===== src/rtl/plni_pkg.sv =====
// Shared types and constants of the periodic lattice neighbour index unit.
`default_nettype none

package plni_pkg;

    localparam int WORD_W     = 24;
    localparam int EXT_W      = 7;
    localparam int COORD_W    = 6;
    localparam int DIRECTIONS = 4;
    localparam int DIR_W      = 2;
    localparam int DIV_STEPS  = 8;
    localparam int DIV_STAGES = WORD_W / DIV_STEPS;

    localparam logic [DIR_W-1:0] DIR_X = 2'd0;
    localparam logic [DIR_W-1:0] DIR_Y = 2'd1;
    localparam logic [DIR_W-1:0] DIR_Z = 2'd2;
    localparam logic [DIR_W-1:0] DIR_T = 2'd3;

    localparam logic [EXT_W-1:0] EXTENT_RESET = 7'd8;

    typedef struct packed {
        logic [WORD_W-1:0] site;
        logic [DIR_W-1:0]  direction;
    } plni_in_t;

    typedef struct packed {
        logic [COORD_W-1:0] coord_x;
        logic [COORD_W-1:0] coord_y;
        logic [COORD_W-1:0] coord_z;
        logic [COORD_W-1:0] coord_t;
        logic               parity;
        logic [WORD_W-1:0]  forward_neighbor;
        logic [WORD_W-1:0]  backward_neighbor;
        logic               out_of_range;
    } plni_out_t;

    // one item in flight through the divider chain
    typedef struct packed {
        logic [WORD_W-1:0] site;
        logic [DIR_W-1:0]  dir;
        logic [EXT_W-1:0]  c0;
        logic [EXT_W-1:0]  c1;
        logic [EXT_W-1:0]  rem;
        logic [WORD_W-1:0] work;
    } plni_div_t;

endpackage

`default_nettype wire


===== src/rtl/periodic_lattice_neighbor_index_unit.sv =====
// Pipeline from start to done: 9 divider stages, then 4 neighbour stages.
// Throughput: one item per cycle; busy is never raised.
// Rate set by the divider chain: three divisions by the extents, 8 quotient bits per stage.
// Reset: all extents return to 8 and the pipeline empties; no result is pending.
// Output is a one-cycle done strobe; the receiver cannot stall.
`default_nettype none

module periodic_lattice_neighbor_index_unit #(
    parameter int MAX_EXTENT = 64
) (
    input  wire logic                       clk,
    input  wire logic                       rst_n,
    input  wire logic                       start,
    output logic                            busy,
    input  wire plni_pkg::plni_in_t         item,
    output logic                            done,
    output plni_pkg::plni_out_t             result,
    input  wire logic                       cfg_we,
    input  wire logic [plni_pkg::DIR_W-1:0] cfg_index,
    input  wire logic [plni_pkg::EXT_W-1:0] cfg_data
);
    import plni_pkg::*;

    localparam int DIV_TOTAL = 3 * DIV_STAGES;
    localparam int STRIDE_W  = 3 * EXT_W;
    localparam int WRAP_W    = STRIDE_W + EXT_W;

    typedef struct packed {
        logic [WORD_W-1:0]   site;
        logic [DIR_W-1:0]    dir;
        plni_out_t           res;
        logic                last;
        logic                first;
        logic [EXT_W-1:0]    nm1;
        logic [STRIDE_W-1:0] stride;
        logic [WORD_W-1:0]   wrap;
    } post_t;

    logic [EXT_W-1:0] extent_reg [DIRECTIONS];
    logic [EXT_W-1:0] eff [DIRECTIONS];

    always_ff @(posedge clk or negedge rst_n)
    begin
        if (!rst_n)
        begin
            for (int i = 0; i < DIRECTIONS; i++)
            begin
                extent_reg[i] <= EXTENT_RESET;
            end
        end
        else if (cfg_we)
        begin
            extent_reg[cfg_index] <= cfg_data;
        end
    end

    // zero acts as one, anything above the maximum as the maximum
    always_comb
    begin
        for (int i = 0; i < DIRECTIONS; i++)
        begin
            if (extent_reg[i] == '0)
            begin
                eff[i] = 7'd1;
            end
            else if (int'(extent_reg[i]) > MAX_EXTENT)
            begin
                eff[i] = EXT_W'(MAX_EXTENT);
            end
            else
            begin
                eff[i] = extent_reg[i];
            end
        end
    end

    assign busy = 1'b0;

    // divider chain: site / X, then / Y, then / Z
    logic [DIV_TOTAL-1:0] div_v;
    plni_div_t            div_q [DIV_TOTAL];

    for (genvar j = 0; j < DIV_TOTAL; j++)
    begin : g_div
        localparam int D = j / DIV_STAGES;
        localparam int K = j % DIV_STAGES;
        logic      stage_v;
        plni_div_t stage_in;

        if (j == 0)
        begin : g_first
            always_comb
            begin
                stage_in      = '0;
                stage_in.site = item.site;
                stage_in.dir  = item.direction;
                stage_in.work = item.site;
            end
            assign stage_v = start && !busy;
        end
        else if (K == 0)
        begin : g_next_div
            always_comb
            begin
                stage_in     = div_q[j-1];
                stage_in.rem = '0;
                if (D == 1)
                begin
                    stage_in.c0 = div_q[j-1].rem;
                end
                else
                begin
                    stage_in.c1 = div_q[j-1].rem;
                end
            end
            assign stage_v = div_v[j-1];
        end
        else
        begin : g_cont
            assign stage_in = div_q[j-1];
            assign stage_v  = div_v[j-1];
        end

        plni_div_stage u_stage (
            .clk       (clk),
            .rst_n     (rst_n),
            .in_valid  (stage_v),
            .in_data   (stage_in),
            .divisor   (eff[D]),
            .out_valid (div_v[j]),
            .out_data  (div_q[j])
        );
    end

    // neighbour stages
    logic  p1_valid_reg, p2_valid_reg, p3_valid_reg, done_reg;
    post_t p1_reg, p2_reg, p3_reg;
    post_t p1_next, p2_next, p3_next;
    plni_out_t result_reg, result_next;

    always_comb
    begin
        plni_div_t        dq;
        logic [EXT_W-1:0] c2;
        logic [EXT_W-1:0] c3;
        logic [EXT_W-1:0] cdir;
        logic [2*EXT_W-1:0] s2;
        dq   = div_q[DIV_TOTAL-1];
        c2   = dq.rem;
        c3   = dq.work[EXT_W-1:0];
        s2   = (2*EXT_W)'(eff[0]) * (2*EXT_W)'(eff[1]);
        unique case (dq.dir)
            DIR_X: cdir = dq.c0;
            DIR_Y: cdir = dq.c1;
            DIR_Z: cdir = c2;
            DIR_T: cdir = c3;
            default: cdir = dq.c0;
        endcase
        p1_next                  = '0;
        p1_next.site             = dq.site;
        p1_next.dir              = dq.dir;
        p1_next.res.coord_x      = dq.c0[COORD_W-1:0];
        p1_next.res.coord_y      = dq.c1[COORD_W-1:0];
        p1_next.res.coord_z      = c2[COORD_W-1:0];
        p1_next.res.coord_t      = c3[COORD_W-1:0];
        p1_next.res.parity       = dq.c0[0] ^ dq.c1[0] ^ c2[0] ^ c3[0];
        p1_next.res.out_of_range = (dq.work >= {{(WORD_W-EXT_W){1'b0}}, eff[3]});
        p1_next.nm1              = eff[dq.dir] - 7'd1;
        p1_next.last             = (cdir == p1_next.nm1);
        p1_next.first            = (cdir == '0);
        p1_next.stride           = {{(STRIDE_W-2*EXT_W){1'b0}}, s2};
    end

    always_comb
    begin
        logic [STRIDE_W-1:0] s3;
        s3      = p1_reg.stride * STRIDE_W'(eff[2]);
        p2_next = p1_reg;
        unique case (p1_reg.dir)
            DIR_X: p2_next.stride = STRIDE_W'(1);
            DIR_Y: p2_next.stride = {{(STRIDE_W-EXT_W){1'b0}}, eff[0]};
            DIR_Z: p2_next.stride = p1_reg.stride;
            DIR_T: p2_next.stride = s3;
            default: p2_next.stride = STRIDE_W'(1);
        endcase
    end

    always_comb
    begin
        logic [WRAP_W-1:0] w;
        w            = WRAP_W'(p2_reg.stride) * WRAP_W'(p2_reg.nm1);
        p3_next      = p2_reg;
        p3_next.wrap = w[WORD_W-1:0];
    end

    always_comb
    begin
        logic [WORD_W-1:0] step;
        step        = WORD_W'(p3_reg.stride);
        result_next = p3_reg.res;
        if (p3_reg.res.out_of_range)
        begin
            result_next              = '0;
            result_next.out_of_range = 1'b1;
        end
        else
        begin
            result_next.forward_neighbor  = p3_reg.last  ? p3_reg.site - p3_reg.wrap
                                                         : p3_reg.site + step;
            result_next.backward_neighbor = p3_reg.first ? p3_reg.site + p3_reg.wrap
                                                         : p3_reg.site - step;
        end
    end

    always_ff @(posedge clk or negedge rst_n)
    begin
        if (!rst_n)
        begin
            p1_valid_reg <= 1'b0;
            p2_valid_reg <= 1'b0;
            p3_valid_reg <= 1'b0;
            done_reg     <= 1'b0;
        end
        else
        begin
            p1_valid_reg <= div_v[DIV_TOTAL-1];
            p2_valid_reg <= p1_valid_reg;
            p3_valid_reg <= p2_valid_reg;
            done_reg     <= p3_valid_reg;
        end
    end

    always_ff @(posedge clk)
    begin
        p1_reg     <= p1_next;
        p2_reg     <= p2_next;
        p3_reg     <= p3_next;
        result_reg <= result_next;
    end

    assign done   = done_reg;
    assign result = result_reg;

endmodule

`default_nettype wire


===== src/rtl/plni_div_stage.sv =====
// One registered stage of the restoring divider: DIV_STEPS quotient bits per stage.
`default_nettype none

module plni_div_stage (
    input  wire logic                      clk,
    input  wire logic                      rst_n,
    input  wire logic                      in_valid,
    input  wire plni_pkg::plni_div_t       in_data,
    input  wire logic [plni_pkg::EXT_W-1:0] divisor,
    output logic                           out_valid,
    output plni_pkg::plni_div_t            out_data
);
    import plni_pkg::*;

    logic      valid_reg;
    plni_div_t data_reg;
    plni_div_t data_next;

    always_comb
    begin
        logic [EXT_W-1:0]  rem_v;
        logic [WORD_W-1:0] work_v;
        logic [EXT_W:0]    trial;
        logic              ge;
        rem_v  = in_data.rem;
        work_v = in_data.work;
        for (int i = 0; i < DIV_STEPS; i++)
        begin
            trial  = {rem_v, work_v[WORD_W-1]};
            ge     = (trial >= {1'b0, divisor});
            work_v = {work_v[WORD_W-2:0], ge};
            if (ge)
            begin
                trial = trial - {1'b0, divisor};
            end
            rem_v = trial[EXT_W-1:0];
        end
        data_next      = in_data;
        data_next.rem  = rem_v;
        data_next.work = work_v;
    end

    always_ff @(posedge clk or negedge rst_n)
    begin
        if (!rst_n)
        begin
            valid_reg <= 1'b0;
        end
        else
        begin
            valid_reg <= in_valid;
        end
    end

    always_ff @(posedge clk)
    begin
        data_reg <= data_next;
    end

    assign out_valid = valid_reg;
    assign out_data  = data_reg;

endmodule

`default_nettype wire


===== config.mk =====
export PLATFORM = sky130hd
export DESIGN_NAME = periodic_lattice_neighbor_index_unit
export DESIGN_NICKNAME = d
export VERILOG_FILES = /design/src/rtl/plni_pkg.sv /design/src/rtl/periodic_lattice_neighbor_index_unit.sv /design/src/rtl/plni_div_stage.sv
export SDC_FILE = /design/constraint.sdc
export NUM_CORES = 2
export LEC_CHECK = 0
export BUFFER_PORTS_ARGS = -buffer_cell sky130_fd_sc_hd__buf_2
export CAP_MARGIN = 0
export CORE_MARGIN = 8
export CORE_UTILIZATION = 40
export CTS_BUF_LIST = sky130_fd_sc_hd__clkbuf_8 sky130_fd_sc_hd__clkbuf_16
export DETAILED_ROUTE_END_ITERATION = 6
export SLEW_MARGIN = 5
export SYNTH_ARGS = -nofsm -noshare
export SYNTH_HDL_FRONTEND = slang
export SYNTH_SLANG_ARGS = --single-unit

===== constraint.sdc =====
create_clock -name clk -period 16 [get_ports clk]
set_input_delay 3.2 -clock clk [delete_from_list [all_inputs] [get_ports clk]]
set_output_delay 3.2 -clock clk [all_outputs]
set_load 0.02 [all_outputs]

==> flow_metrics.env <==
export IMPL_status="finished, final reports clean"
export IMPL_tightestPinTransition_ns=1.02
export IMPL_synth_edff_count=0
export IMPL_hp_class="reg -> reg"
export IMPL_clkLatencyLatePin_ns=0.72
export IMPL_via_per_inst=5.04
export IMPL_dr_first_iter_drc_count=2151
export IMPL_synth_async_sr_flop_share=0.0446
export IMPL_cts_tree="yes"
export IMPL_wl_um=152000
export IMPL_dieHeight_um=394
export IMPL_worstPathMaxFanout=5
export IMPL_drc_violations_left=0
export IMPL_largest_reg_flops=552
export IMPL_final_cell_count_no_fill=9094
export IMPL_vias=45814
export IMPL_cts_sinks=919
export IMPL_first_global_vias=46011
export IMPL_core_area_mm2=0.143
export IMPL_postRouteAntennaNets=0
export IMPL_register_bit_count_reported_by_yosys=919
export IMPL_ys_seq_area_frac=0.325
export IMPL_synth_cells=5909
export IMPL_cpPeakStageDelay_ns=0.56
export IMPL_dominantRegCellSynth="dfxtp_1"
export IMPL_crit_arrival_ns=16.35
export IMPL_gr_usage_all_layers=0.185
export IMPL_placementRows=139
export IMPL_setup_viol=0
export IMPL_setup_ws_ns=0.229
export IMPL_fin_worst_hold_slack_ns=0.307
export IMPL_period_utilization=0.986
export IMPL_place_port_buffers=113
export IMPL_io_pins=115
export IMPL_max_slew_margin_rel=0.316
export IMPL_fmax_ghz=0.0634
export IMPL_design_final_nets=8028
export IMPL_report_final_hold_viol_count=0
export IMPL_area_growth_synth_to_final_pct=30.0
export IMPL_timing_critical_path_required_ns=16.58
export IMPL_htreeDepth=3
export IMPL_effective_utilization_at_floorplan=0.401
export IMPL_finalWeightedCongestion=0.875
export IMPL_post_synth_instance_area_mm2=0.0573
export IMPL_die_area_mm2=0.156
export IMPL_overflow=0
export IMPL_finalMaxSlewViolations=0
export IMPL_place_detailed_instances=8721
export IMPL_routed_wire_length_per_instance_um=16.7
export IMPL_setup_worst_path_start_class="flop"
export IMPL_place_detailed_hpwl_um=117000
export IMPL_timing_clock_skew_ns=0.0430
export IMPL_yosysWarningCount=0
export IMPL_drive_gt1_frac=0.293
export IMPL_antenna_found_initial=18
export IMPL_place_worst_setup_slack_ns=-0.657
export IMPL_slowest_stage="or4_4"
export IMPL_criticalPathCategory="reg -> reg"
export IMPL_synth_net_count=6839
export IMPL_ctsLongestPathBuffers=3
export IMPL_worst_setup_hold_path_clk_slew_ns=0.06
export IMPL_max_cap_violation_count=0
export IMPL_cp_top_family="compound AO/OA/AOI/OAI gates"
export IMPL_critPathBufInv=7
export IMPL_netlist_cell_type_count=117
export IMPL_grt_setup_unrepaired="true"
export IMPL_tritoncts_num_buffers=98
export IMPL_synth_avg_cell_area_um2=9.69
export IMPL_grt_max_degree=73
export IMPL_grt_first_pass_wirelength_um=238000
export IMPL_drt_first_pass_iters=5
export IMPL_die_x_um=394
export IMPL_worst_setup_path_end_kind="flop"
export IMPL_cts_hold_buffers=0
export IMPL_period_minus_slack_ns=15.77
export IMPL_clk_root_buffer_cell="clkbuf_16"
## through the flow
stage	TNS [ns]	cell area, um2	util
floorplan	0	57800	-
global placement	-3.84	67000	0.469
detailed placement	-17.12	67000	0.469
CTS	0	71100	0.498
global route	-14.04	74400	0.521
finish	0	74500	0.521
## final timing paths
kind,from,endpoint,slack (ns),depth (start not counted)
setup / recovery,extent_reg[12],g_div[7].u_stage.out_data[30],0.23,80
hold / removal,g_div[2].u_stage.out_data[48],g_div[3].u_stage.out_data[48],0.31,0
setup reg to reg,extent_reg[12],g_div[7].u_stage.out_data[30],0.23,80
hold reg to reg,g_div[2].u_stage.out_data[48],g_div[3].u_stage.out_data[48],0.31,0
max in group asynchronous,rst_n,extent_reg[11],12.94,2
min in group asynchronous,rst_n,done,2.55,2
## cell usage in the layout (no fill, tap or decap), types with 27 or more instances in the layout
cell type	n
mux2_2	167
ha_4	59
o21ai_1	63
nor3_1	53
nand3_1	70
a21o_1	118
o21a_1	74
o21ai_2	53
buf_4	1016
dfxtp_1	877
o211ai_1	41
fa_1	207
and2_1	71
buf_6	36
a21oi_2	40
mux2i_2	33
buf_2	112
fa_2	36
dfrtp_1	37
mux2_4	73
o21bai_1	41
xor2_1	128
ha_1	589
xnor2_1	236
o31a_1	27
nand2b_1	89
nand4_1	62
nor2b_1	168
o21ai_0	202
nor2_1	306
clkbuf_16	100
a21oi_1	219
inv_1	543
or3_1	31
inv_2	27
mux2i_1	59
nand2_1	441
## synthesized netlist by cell type (all sizes together) (19+ instances only)
library cell,number,share of area
nand2b,91,0.0099
o21a,76,0.010
a31oi,19,0.0030
o21bai,41,0.0054
dfxtp,878,0.31
a211oi,40,0.0059
o21ai,320,0.028
o211ai,43,0.0058
mux2,263,0.053
mux2i,117,0.022
a21o,119,0.016
nor4,21,0.0030
a21boi,34,0.0045
a21oi,268,0.024
ha,648,0.14
nor3,65,0.0059
xor2,128,0.020
nand2,456,0.030
nor2b,195,0.021
xnor2,236,0.036
dfrtp,37,0.016
nand3,71,0.0062
and3,27,0.0029
nor2,326,0.021
o31a,27,0.0041
or3,31,0.0034
clkbuf,59,0.0039
nand4,62,0.0068
inv,566,0.037
o31ai,30,0.0042
buf,21,0.0018
fa,243,0.085
nor3b,19,0.0025
and2,78,0.0085
## metal layers
metal,part of all wire,global-route usage,up-vias
li1,-,-,22940
met1,0.45,0.243,21807
met2,0.48,0.316,815
met3,0.039,0.0241,250
met4,0.030,0.0594,2
met5,0.000086,0,-
## cell families (layout without fill, tap and decap cells)
family                   after synthesis  in the layout  synth area share
AO/OA/AOI/OAI                       1164           1164             0.136
buffers and inverters                648           1921            0.0430
flip-flops                           919            919             0.325
multiplexers                         393            393            0.0794
XOR/XNOR                             364            364            0.0557
other                                  1             10         0.0000655
AND/OR/NAND/NOR                     1529           1529             0.135
adder cells (fa/ha/maj)              891            891             0.227
## layout make-up
type	count	area, um2
tap	1903	2380
clock inverter	71	805
clock buffer	113	2680
antenna	9	22.5
sequential	919	18600
inverter	568	2170
fill	12689	68300
timing repair buffer	1169	8680
multi-input combinational	4342	39100
## repair_timing
action	CTS	global route
hold endpoints to repair	0	0
pin swaps	58	292
buffers inserted	45	136
cloned	0	0
gates resized for setup	85	518
endpoints found under the setup margin	55	72
Power is left out: the tool's default activity adds up to more than one toggle a clock period on the data nets, which glitch-free logic cannot reach.
